$ cat src/rtl/vsma_pkg.sv
// package for the valid-sample moving average block
// widths, window depth, status codes and shared types; no dependencies
`default_nettype none

package vsma_pkg;

    localparam int WINDOW_DEPTH = 6;

    localparam int DIST_W   = 13;
    localparam int STATUS_W = 4;
    localparam int OUT_W    = 14;
    localparam int VCOUNT_W = 3;

    localparam int IDX_W   = (WINDOW_DEPTH > 1) ? $clog2(WINDOW_DEPTH) : 1;
    localparam int COUNT_W = $clog2(WINDOW_DEPTH + 1);
    localparam int SUM_W   = DIST_W + COUNT_W;
    localparam int ITER_W  = $clog2(SUM_W + 1);

    localparam logic [DIST_W-1:0]   MAX_DISTANCE_RESET = DIST_W'(2000);
    localparam logic [STATUS_W-1:0] STATUS_PHASE_FAIL  = STATUS_W'(4);

    typedef struct packed {
        logic              valid;
        logic [DIST_W-1:0] dist_mm;
    } entry_t;

    typedef struct packed {
        logic               start;
        logic [SUM_W-1:0]   dividend;
        logic [COUNT_W-1:0] divisor;
    } div_req_t;

endpackage

`default_nettype wire

$ cat src/rtl/vsma_window.sv
// circular sample window with per-entry valid bits
// depends on vsma_pkg
`default_nettype none

module vsma_window
(
    input  wire logic                      clk,
    input  wire logic                      rst_n,
    input  wire logic                      wr_en,
    input  wire logic [vsma_pkg::IDX_W-1:0] wr_idx,
    input  wire vsma_pkg::entry_t          wr_entry,
    input  wire logic [vsma_pkg::IDX_W-1:0] rd_idx,
    output vsma_pkg::entry_t               rd_entry
);

    logic [vsma_pkg::WINDOW_DEPTH-1:0]  valid_reg;
    logic [vsma_pkg::DIST_W-1:0]        dist_reg [vsma_pkg::WINDOW_DEPTH];

    always_ff @(posedge clk or negedge rst_n)
    begin
        if (!rst_n)
        begin
            valid_reg <= '0;
        end
        else if (wr_en)
        begin
            valid_reg[wr_idx] <= wr_entry.valid;
        end
    end

    always_ff @(posedge clk)
    begin
        if (wr_en)
        begin
            dist_reg[wr_idx] <= wr_entry.dist_mm;
        end
    end

    assign rd_entry.valid   = valid_reg[rd_idx];
    assign rd_entry.dist_mm = dist_reg[rd_idx];

endmodule

`default_nettype wire

$ cat src/rtl/vsma_divider.sv
// restoring divider, one quotient bit per cycle
// depends on vsma_pkg
`default_nettype none

module vsma_divider
(
    input  wire logic                      clk,
    input  wire logic                      rst_n,
    input  wire vsma_pkg::div_req_t        req,
    output logic                           done,
    output logic [vsma_pkg::SUM_W-1:0]     quotient
);

    logic                              busy_reg;
    logic                              done_reg;
    logic [vsma_pkg::ITER_W-1:0]       iter_reg;
    logic [vsma_pkg::SUM_W-1:0]        quot_reg;
    logic [vsma_pkg::COUNT_W-1:0]      rem_reg;
    logic [vsma_pkg::COUNT_W-1:0]      divisor_reg;

    logic [vsma_pkg::COUNT_W:0]        trial;
    logic                              fits;
    logic [vsma_pkg::COUNT_W-1:0]      rem_next;

    always_comb
    begin
        trial    = {rem_reg, quot_reg[vsma_pkg::SUM_W-1]};
        fits     = (trial >= {1'b0, divisor_reg});
        rem_next = fits ? vsma_pkg::COUNT_W'(trial - {1'b0, divisor_reg})
                        : vsma_pkg::COUNT_W'(trial);
    end

    always_ff @(posedge clk or negedge rst_n)
    begin
        if (!rst_n)
        begin
            busy_reg <= 1'b0;
            done_reg <= 1'b0;
            iter_reg <= '0;
        end
        else
        begin
            done_reg <= 1'b0;
            if (req.start)
            begin
                busy_reg <= 1'b1;
                iter_reg <= vsma_pkg::ITER_W'(vsma_pkg::SUM_W);
            end
            else if (busy_reg)
            begin
                iter_reg <= iter_reg - 1'b1;
                if (iter_reg == vsma_pkg::ITER_W'(1))
                begin
                    busy_reg <= 1'b0;
                    done_reg <= 1'b1;
                end
            end
        end
    end

    always_ff @(posedge clk)
    begin
        if (req.start)
        begin
            quot_reg    <= req.dividend;
            rem_reg     <= '0;
            divisor_reg <= req.divisor;
        end
        else if (busy_reg)
        begin
            quot_reg <= {quot_reg[vsma_pkg::SUM_W-2:0], fits};
            rem_reg  <= rem_next;
        end
    end

    assign done     = done_reg;
    assign quotient = quot_reg;

endmodule

`default_nettype wire

$ cat src/rtl/valid_sample_moving_average_top.sv
// Moving average of range samples with rejection of invalid samples. Each
// transaction writes one sample into a circular window of WINDOW_DEPTH entries
// and returns the sample (-1 when rejected), the truncated mean of the valid
// entries (-1 when none) and the valid count. The window is summed one entry
// per cycle through a single adder, then divided by the valid count in a
// restoring divider that yields one bit per cycle; the divide is skipped when
// no entry is valid, and the result waits while out_stall holds it. in_stall
// is high while a transaction is in work. The window is empty after reset
// with no sweep.
// depends on vsma_pkg, vsma_window, vsma_divider
`default_nettype none

module valid_sample_moving_average_top
(
    input  wire logic                          clk,
    input  wire logic                          rst_n,
    input  wire logic                          cfg_we,
    input  wire logic [vsma_pkg::DIST_W-1:0]   cfg_data,
    input  wire logic                          in_valid,
    output logic                               in_stall,
    input  wire logic [vsma_pkg::DIST_W-1:0]   distance_mm,
    input  wire logic [vsma_pkg::STATUS_W-1:0] range_status,
    output logic                               out_valid,
    input  wire logic                          out_stall,
    output logic signed [vsma_pkg::OUT_W-1:0]  filtered_sample,
    output logic signed [vsma_pkg::OUT_W-1:0]  window_mean,
    output logic [vsma_pkg::VCOUNT_W-1:0]      valid_count
);

    typedef enum logic [3:0] {
        S_IDLE = 4'b0001,
        S_SUM  = 4'b0010,
        S_DIV  = 4'b0100,
        S_OUT  = 4'b1000
    } state_t;

    state_t                             state_reg;
    state_t                             state_next;
    logic [vsma_pkg::DIST_W-1:0]        max_dist_reg;
    logic [vsma_pkg::IDX_W-1:0]         wr_idx_reg;
    logic [vsma_pkg::IDX_W-1:0]         sweep_idx_reg;
    logic [vsma_pkg::SUM_W-1:0]         sum_reg;
    logic [vsma_pkg::SUM_W-1:0]         sum_next;
    logic [vsma_pkg::COUNT_W-1:0]       cnt_reg;
    logic [vsma_pkg::COUNT_W-1:0]       cnt_next;
    logic signed [vsma_pkg::OUT_W-1:0]  filt_reg;
    logic signed [vsma_pkg::OUT_W-1:0]  mean_reg;
    logic                               out_valid_reg;
    logic signed [vsma_pkg::OUT_W-1:0]  out_filt_reg;
    logic signed [vsma_pkg::OUT_W-1:0]  out_mean_reg;
    logic [vsma_pkg::VCOUNT_W-1:0]      out_count_reg;

    logic                               accept;
    logic                               sample_ok;
    logic                               sweep_last;
    logic                               out_free;
    vsma_pkg::entry_t                   wr_entry;
    vsma_pkg::entry_t                   rd_entry;
    vsma_pkg::div_req_t                 div_req;
    logic                               div_done;
    logic [vsma_pkg::SUM_W-1:0]         div_quot;

    assign accept    = in_valid && (state_reg == S_IDLE);
    assign in_stall  = (state_reg != S_IDLE);
    assign sample_ok = (range_status != vsma_pkg::STATUS_PHASE_FAIL)
                       && (distance_mm <= max_dist_reg);
    assign sweep_last = (sweep_idx_reg == vsma_pkg::IDX_W'(vsma_pkg::WINDOW_DEPTH - 1));
    assign out_free   = !out_valid_reg || !out_stall;

    assign wr_entry.valid   = sample_ok;
    assign wr_entry.dist_mm = distance_mm;

    vsma_window u_window
    (
        .clk      (clk),
        .rst_n    (rst_n),
        .wr_en    (accept),
        .wr_idx   (wr_idx_reg),
        .wr_entry (wr_entry),
        .rd_idx   (sweep_idx_reg),
        .rd_entry (rd_entry)
    );

    // one window entry per cycle through the accumulator
    always_comb
    begin
        sum_next = sum_reg;
        cnt_next = cnt_reg;
        if (rd_entry.valid)
        begin
            sum_next = sum_reg + vsma_pkg::SUM_W'(rd_entry.dist_mm);
            cnt_next = cnt_reg + 1'b1;
        end
    end

    assign div_req.start    = (state_reg == S_SUM) && sweep_last && (cnt_next != '0);
    assign div_req.dividend = sum_next;
    assign div_req.divisor  = cnt_next;

    vsma_divider u_divider
    (
        .clk      (clk),
        .rst_n    (rst_n),
        .req      (div_req),
        .done     (div_done),
        .quotient (div_quot)
    );

    always_comb
    begin
        state_next = state_reg;
        unique case (state_reg)
            S_IDLE:
            begin
                if (accept)
                begin
                    state_next = S_SUM;
                end
            end
            S_SUM:
            begin
                if (sweep_last)
                begin
                    state_next = (cnt_next != '0) ? S_DIV : S_OUT;
                end
            end
            S_DIV:
            begin
                if (div_done)
                begin
                    state_next = S_OUT;
                end
            end
            S_OUT:
            begin
                if (out_free)
                begin
                    state_next = S_IDLE;
                end
            end
            default:
            begin
                state_next = S_IDLE;
            end
        endcase
    end

    always_ff @(posedge clk or negedge rst_n)
    begin
        if (!rst_n)
        begin
            state_reg     <= S_IDLE;
            max_dist_reg  <= vsma_pkg::MAX_DISTANCE_RESET;
            wr_idx_reg    <= '0;
            sweep_idx_reg <= '0;
            out_valid_reg <= 1'b0;
        end
        else
        begin
            state_reg <= state_next;
            if (cfg_we)
            begin
                max_dist_reg <= cfg_data;
            end
            if (accept)
            begin
                sweep_idx_reg <= '0;
                wr_idx_reg <= (wr_idx_reg == vsma_pkg::IDX_W'(vsma_pkg::WINDOW_DEPTH - 1))
                              ? '0 : wr_idx_reg + 1'b1;
            end
            else if (state_reg == S_SUM)
            begin
                sweep_idx_reg <= sweep_idx_reg + 1'b1;
            end
            if (state_reg == S_OUT && out_free)
            begin
                out_valid_reg <= 1'b1;
            end
            else if (!out_stall)
            begin
                out_valid_reg <= 1'b0;
            end
        end
    end

    always_ff @(posedge clk)
    begin
        if (accept)
        begin
            sum_reg  <= '0;
            cnt_reg  <= '0;
            filt_reg <= sample_ok ? signed'({1'b0, distance_mm}) : '1;
        end
        else if (state_reg == S_SUM)
        begin
            sum_reg <= sum_next;
            cnt_reg <= cnt_next;
            if (sweep_last && cnt_next == '0)
            begin
                mean_reg <= '1;
            end
        end
        else if (state_reg == S_DIV && div_done)
        begin
            mean_reg <= signed'(vsma_pkg::OUT_W'(div_quot));
        end
        if (state_reg == S_OUT && out_free)
        begin
            out_filt_reg  <= filt_reg;
            out_mean_reg  <= mean_reg;
            out_count_reg <= vsma_pkg::VCOUNT_W'(cnt_reg);
        end
    end

    assign out_valid       = out_valid_reg;
    assign filtered_sample = out_filt_reg;
    assign window_mean     = out_mean_reg;
    assign valid_count     = out_count_reg;

endmodule

`default_nettype wire

$ cat config.mk
export PLATFORM = sky130hd
export DESIGN_NAME = valid_sample_moving_average_top
export DESIGN_NICKNAME = d
export VERILOG_FILES = /design/src/rtl/vsma_pkg.sv /design/src/rtl/vsma_window.sv /design/src/rtl/vsma_divider.sv /design/src/rtl/valid_sample_moving_average_top.sv
export SDC_FILE = /design/constraint.sdc
export NUM_CORES = 1
export LEC_CHECK = 0
export BUFFER_PORTS_ARGS = -buffer_cell sky130_fd_sc_hd__buf_2
export CAP_MARGIN = 20
export CORE_MARGIN = 10
export CORE_UTILIZATION = 37
export CTS_CLUSTER_SIZE = 20
export DETAILED_ROUTE_END_ITERATION = 6
export GPL_ROUTABILITY_DRIVEN = 0
export PLACE_DENSITY_LB_ADDON = 0.05
export SLEW_MARGIN = 25
export SYNTH_ARGS = -nofsm -noshare
export SYNTH_HDL_FRONTEND = slang
export SYNTH_HIERARCHICAL = 1
export SYNTH_SLANG_ARGS = --single-unit
$ cat constraint.sdc
create_clock -name clk -period 4.9 [get_ports clk]
set_input_delay 0.245 -clock clk [delete_from_list [all_inputs] [get_ports clk]]
set_output_delay 0.245 -clock clk [all_outputs]
set_load 0.02 [all_outputs]
Word level (Yosys, flattened, before mapping)
Memory sizes are Yosys's and may differ from the RTL's.
Index checks and enable logic that the tools add are counted.
{ "word_totals": {"reg_bits": 137, "ramBits": 78, "inputBits": 35, "output_inout_bits": 33, "elab_cells": 101, "mem_count": 1} }
{ "classes": {"n_addsub": 6, "n_lt_le_gt_ge": 5, "eq_ne": 15, "mux": 35, "bitwise": 1, "reduce_logical": 18} }
{ "mem_list": {"columns": ["memory", "words", "width", "rd", "rd_clocked_by_memory_dff", "wr", "line_no", "text"], "rows": [
  ["u_window.dist_reg", 6, 13, 1, 0, 1, "vsma_window.sv:17", "logic [vsma_pkg::DIST_W-1:0] dist_reg [vsma_pkg::WINDOW_DEPTH];"]
]} }
{ "op_table": {"columns": ["cell", "n"], "rows": [
  ["14-bit two-way mux", 4],
  ["16-bit two-way mux", 3],
  ["4-bit two-way mux", 5],
  ["16-bit by 13-bit adder with 16-bit output", 1],
  ["4-bit one-hot mux with 4 select lines", 1],
  ["3-bit two-way mux", 5],
  ["13-bit less-or-equal comparator", 1],
  ["1-bit two-way mux", 12],
  ["5-bit two-way mux", 2],
  ["3-bit by 1-bit adder with 3-bit output, second input constant", 3],
  ["1-bit logical AND", 8],
  ["3-bit by 4-bit less-than comparator with 1-bit output, second input constant", 2],
  ["6-bit bitwise mux", 1],
  ["3-bit equality test, second input constant", 2],
  ["2-bit by 1-bit inequality test with 1-bit output, second input constant", 3],
  ["2-bit inequality test, second input constant", 3],
  ["2-bit nonzero test", 3],
  ["5-bit by 1-bit equality test with 1-bit output, second input constant", 1],
  ["5-bit by 1-bit subtractor with 5-bit output, second input constant", 1],
  ["4-bit by 1-bit equality test with 1-bit output, second input constant", 1],
  ["4-bit by 2-bit equality test with 1-bit output, second input constant", 1],
  ["4-bit by 3-bit equality test with 1-bit output, second input constant", 1],
  ["4-bit equality test, second input constant", 1],
  ["4-bit by 3-bit >= comparator with 1-bit output", 1],
  ["13 further kinds", 14]
]} }

Longest topological paths before layout
{ "depth": {"depth_word": 7, "ltp_mapped": 14, "depth_no_buf": 12} }

Hierarchy
The synthesis kept the hierarchy.
{ "modules_own_cells": {"columns": ["module", "n_inst", "cells_each", "area_per_inst_um2", "seq_area_each_um2"], "rows": [
  ["valid_sample_moving_average_top", 1, 455, 4962.3, 2761.4],
  ["vsma_window", 1, 181, 3394.5, 2492.4],
  ["vsma_divider", 1, 100, 1380.1, 805.8]
]} }

Least setup slack after synthesis
Ideal clock, no wire load.
{ "synth_path": {"path_type": "register to register", "start": "register sweep_idx_reg[0] in the netlist's numbering", "end": "register u_divider.quot_reg (netlist bit u_divider/quotient[10]), data pin", "setup_time_ps": 262, "arrival_ps": 3185, "required_ps": 4638, "path_slack_ps": 1452, "path_stages_with_launch": 15, "path_buffers": 3, "synth_period_minus_slack_ps": 3448, "cell_sequence": "dfrtp_1 > buf_6 > buf_12 > buf_6 > mux2i_1 > a21oi_2 > ha_1 > fa_1 > a211oi_1 > o21bai_1 > o21ai_1 > o21ai_0 > xor2_1 > mux2_2 > mux2_1"} }
{ "synth_lines": {"columns": ["item", "line_no", "text"], "rows": [
  ["start: declaration", "valid_sample_moving_average_top.sv:41", "logic [vsma_pkg::IDX_W-1:0] sweep_idx_reg;"],
  ["start signal: assignment", "valid_sample_moving_average_top.sv:173", "sweep_idx_reg <= sweep_idx_reg + 1'b1;"],
  ["end signal: assignment", "vsma_divider.sv:65", "quot_reg <= req.dividend;"],
  ["end signal: assignment", "vsma_divider.sv:71", "quot_reg <= {quot_reg[vsma_pkg::SUM_W-2:0], fits};"],
  ["end: declaration", "vsma_divider.sv:17", "logic [vsma_pkg::SUM_W-1:0] quot_reg;"]
]} }

==> impl_metrics.py <==
metrics = {
    "power": {
        "power.leakage_nw": 4.344,
        "p_per_area_nw_per_um2": 565.1,
        "total_power_mw": 6.416,
        "peakVddDrop_mv": 0.2916,
    },
    "synth": {
        "synth_cell_types": 72,
        "synthesis.area_um2": 9737,
        "syn_nets": 807,
        "synth-seq-cells": 215,
        "synthArstFlopShare_pct": 17.21,
        "synth_seq_area_share_pct": 62.23,
        "yosysWarnings": 6,
        "syn_inst": 736,
        "syn-mean-instance-area_um2": 13.23,
        "synth-main-ff-cell": "edfxtp_1",
        "synth_edf_count": 156,
    },
    "die": {
        "dieArea_um2": 33200,
        "io_pins": 68,
        "start_util_pct": 37.47,
        "die_w_um": 182.2,
        "coreArea_um2": 25980,
        "die_height_um": 182.2,
        "rows": 59,
    },
    "timing": {
        "setup_violations": 0,
        "maxSlewHeadroom_pct": 39.90,
        "drv_slew": 0,
        "min_period_ns": 4.047,
        "clock.fmax_mhz": 247.1,
        "hold_violations": 0,
        "finalSetupTns_ns": 0,
        "fin_worst_skew_ns": 0.01125,
        "period_share_pct": 82.59,
        "rsz0062_at_grt": "false",
        "worst_slew_pin_slew_ns": 0.9015,
    },
    "flow_run": {
        "drv_cap": 0,
    },
    "cells_and_area": {
        "largest_reg_flops": 78,
        "multiInputGateArea_um2": 3405,
        "fill_cells": 2398,
        "synthToLayoutAreaGrowth_pct": 16.60,
        "stdcell_count": 1184,
        "layout.nets": 901,
        "final_layout_size_suffix_gt1_share_pct": 21.55,
        "n_antenna_cell": 0,
        "seqCellArea_um2": 6061,
    },
    "grt": {
        "grt_pass1_vias": 6170,
        "grt_max_degree": 38,
        "grt_antenna_before_repair": 0,
        "grt_pass1_wl_um": 34320,
        "grtUsageTotal_pct": 12.85,
        "gr-total-overflow": 0,
    },
    "clock_network": {
        "postCtsSetupBuffers": 0,
        "clk_pin_slew_ns": 0.06,
        "cts_sinks": 215,
        "clk_latency_ns": 0.52,
        "clk_path_buf_depth": 3,
        "cts_resized": 0,
        "cts_root_buffer": "clkbuf_16",
        "cts_buffers": 25,
        "cts-htree-levels": 1,
        "cts.hold.buffers_added": 16,
        "cts_tree": "built",
    },
    "place": {
        "dp.cells": 1121,
        "dp_hpwl_um": 15030,
        "numPortBuffers": 67,
    },
    "route": {
        "wl_um": 21730,
        "firstDrtPassIters": 6,
        "wl_per_cell_um": 18.36,
        "viasPerCell": 5.074,
        "vias": 6008,
        "initialDrtViolationCount": 270,
        "drc": 0,
        "drtAntennaViolNets": 0,
    },
    "min_path": {
        "hold_path.class": "input port to flop",
    },
    "worst_setup_path": {
        "critical_path.max_fanout": 14,
        "worstSetupStartpointType": "flop",
        "end_kind": "flop",
        "critPathKind": "flop to flop",
        "arrival_ns": 4.31,
        "crit_required_ns": 5.16,
    },
    "run_status": {
        "status": "finished, final reports clean",
    },
}
[where the power goes]
part	switching (mW)	internal [mW]	total (mW)
logic	1.33	0.917	2.25
registers	0.223	2.28	2.50
clock network	0.700	0.961	1.66
[layout make-up]
class                           count  share of cell area [%]
Multi-Input combinational cell    460                   29.99
Clock inverter                      9                  0.4518
Timing Repair Buffer               97                   5.466
Clock buffer                       37                   5.995
Inverter                           31                   1.025
Tap cell                          335                   3.692
Sequential cell                   215                   53.38
[final timing paths]
kind                                  startpoint  cells past startpoint  slack (ns)                 endpoint
min in group asynchronous                  rst_n                      2        0.41    u_divider/iter_reg[1]
worst max-delay path            sweep_idx_reg[1]                     12        0.85   u_divider/quotient[10]
worst min register to register      filt_reg[12]                      0        0.41      filtered_sample[12]
worst max register to register  sweep_idx_reg[1]                     12        0.85   u_divider/quotient[10]
max in group asynchronous                  rst_n                      2        3.87         sweep_idx_reg[0]
worst min-delay path              distance_mm[0]                      1        0.02  u_window/dist_reg[4][0]
[critical path: stages (launching register included)]
cell	delay, ns
dfrtp_1	0.48
nor2b_2	0.66
a22o_1	0.28
a21oi_2	0.05
ha_1	0.22
fa_1	0.43
a211oi_1	0.28
o21bai_1	0.17
o21ai_1	0.28
o21ai_0	0.20
xor2_1	0.17
mux2_2	0.28
mux2_1	0.28
[placed cells by master (no fill, tap or decap), drive strengths merged, types with 4 or more instances in the layout]
| cell type | instances |
|---|---|
| nand4 | 5 |
| o21bai | 4 |
| nand2 | 62 |
| buf | 81 |
| o211ai | 5 |
| dlygate4sd3 | 16 |
| o21ai | 29 |
| a22o | 13 |
| nor4b | 5 |
| xnor2 | 12 |
| a21oi | 46 |
| xor2 | 10 |
| dfstp | 7 |
| dfxtp | 22 |
| inv | 31 |
| clkbuf | 37 |
| nor3b | 5 |
| or2 | 15 |
| ha | 34 |
| edfxtp | 156 |
| a211oi | 7 |
| nand3 | 14 |
| nor3 | 10 |
| a21o | 8 |
| nand2b | 21 |
| mux2 | 33 |
| nor2 | 35 |
| clkinv | 9 |
| mux2i | 41 |
| dfrtp | 30 |
[metal layers]
layer	global-route usage [%]	wire length, µm	vias to the layer above
li1	-	-	2911
met1	16.17	9747	2948
met2	21.74	10520	118
met3	2.829	1018	31
met4	3.547	446	0
met5	0	0	-
[kinds of logic after synthesis]
family	count (synthesis)	share of synthesized area [%]
AO/OA/AOI/OAI	137	9.509
XOR/XNOR	22	1.979
adder cells (fa/ha/maj)	36	4.780
buffers and inverters	61	3.212
flip-flops	215	62.23
multiplexers	74	8.031
AND/OR/NAND/NOR	191	10.25
[stage by stage]
stage	setup slack [ns]	cell area (µm²)	utilization (%)	hold slack, ns
floorplan	1.452	9737	-	-0.05059
global placement	0.9081	10430	40.15	0.4041
detailed placement	0.8915	10430	40.15	0.4056
CTS	0.8710	11330	43.59	0.004728
global route	0.5786	11350	43.69	0.008468
finish	0.8533	11350	43.69	0.02108
[Yosys cell counts, types with 13 or more instances]
cell type | count | area share, %
a21oi_1 | 35 | 1.8
a22o_1 | 13 | 1.2
buf_2 | 14 | 0.72
dfrtp_1 | 30 | 7.7
dfxtp_1 | 22 | 4.5
edfxtp_1 | 156 | 48
ha_1 | 34 | 4.4
inv_1 | 29 | 1.1
mux2_1 | 13 | 1.5
mux2_2 | 20 | 2.3
mux2i_1 | 41 | 4.2
nand2_1 | 62 | 2.4
nand2b_1 | 20 | 1.3
nand3_1 | 14 | 0.72
nor2_1 | 34 | 1.3
o21ai_0 | 27 | 1.4
or2_2 | 14 | 0.90
Note: power is estimated with default switching activity, not from simulation.
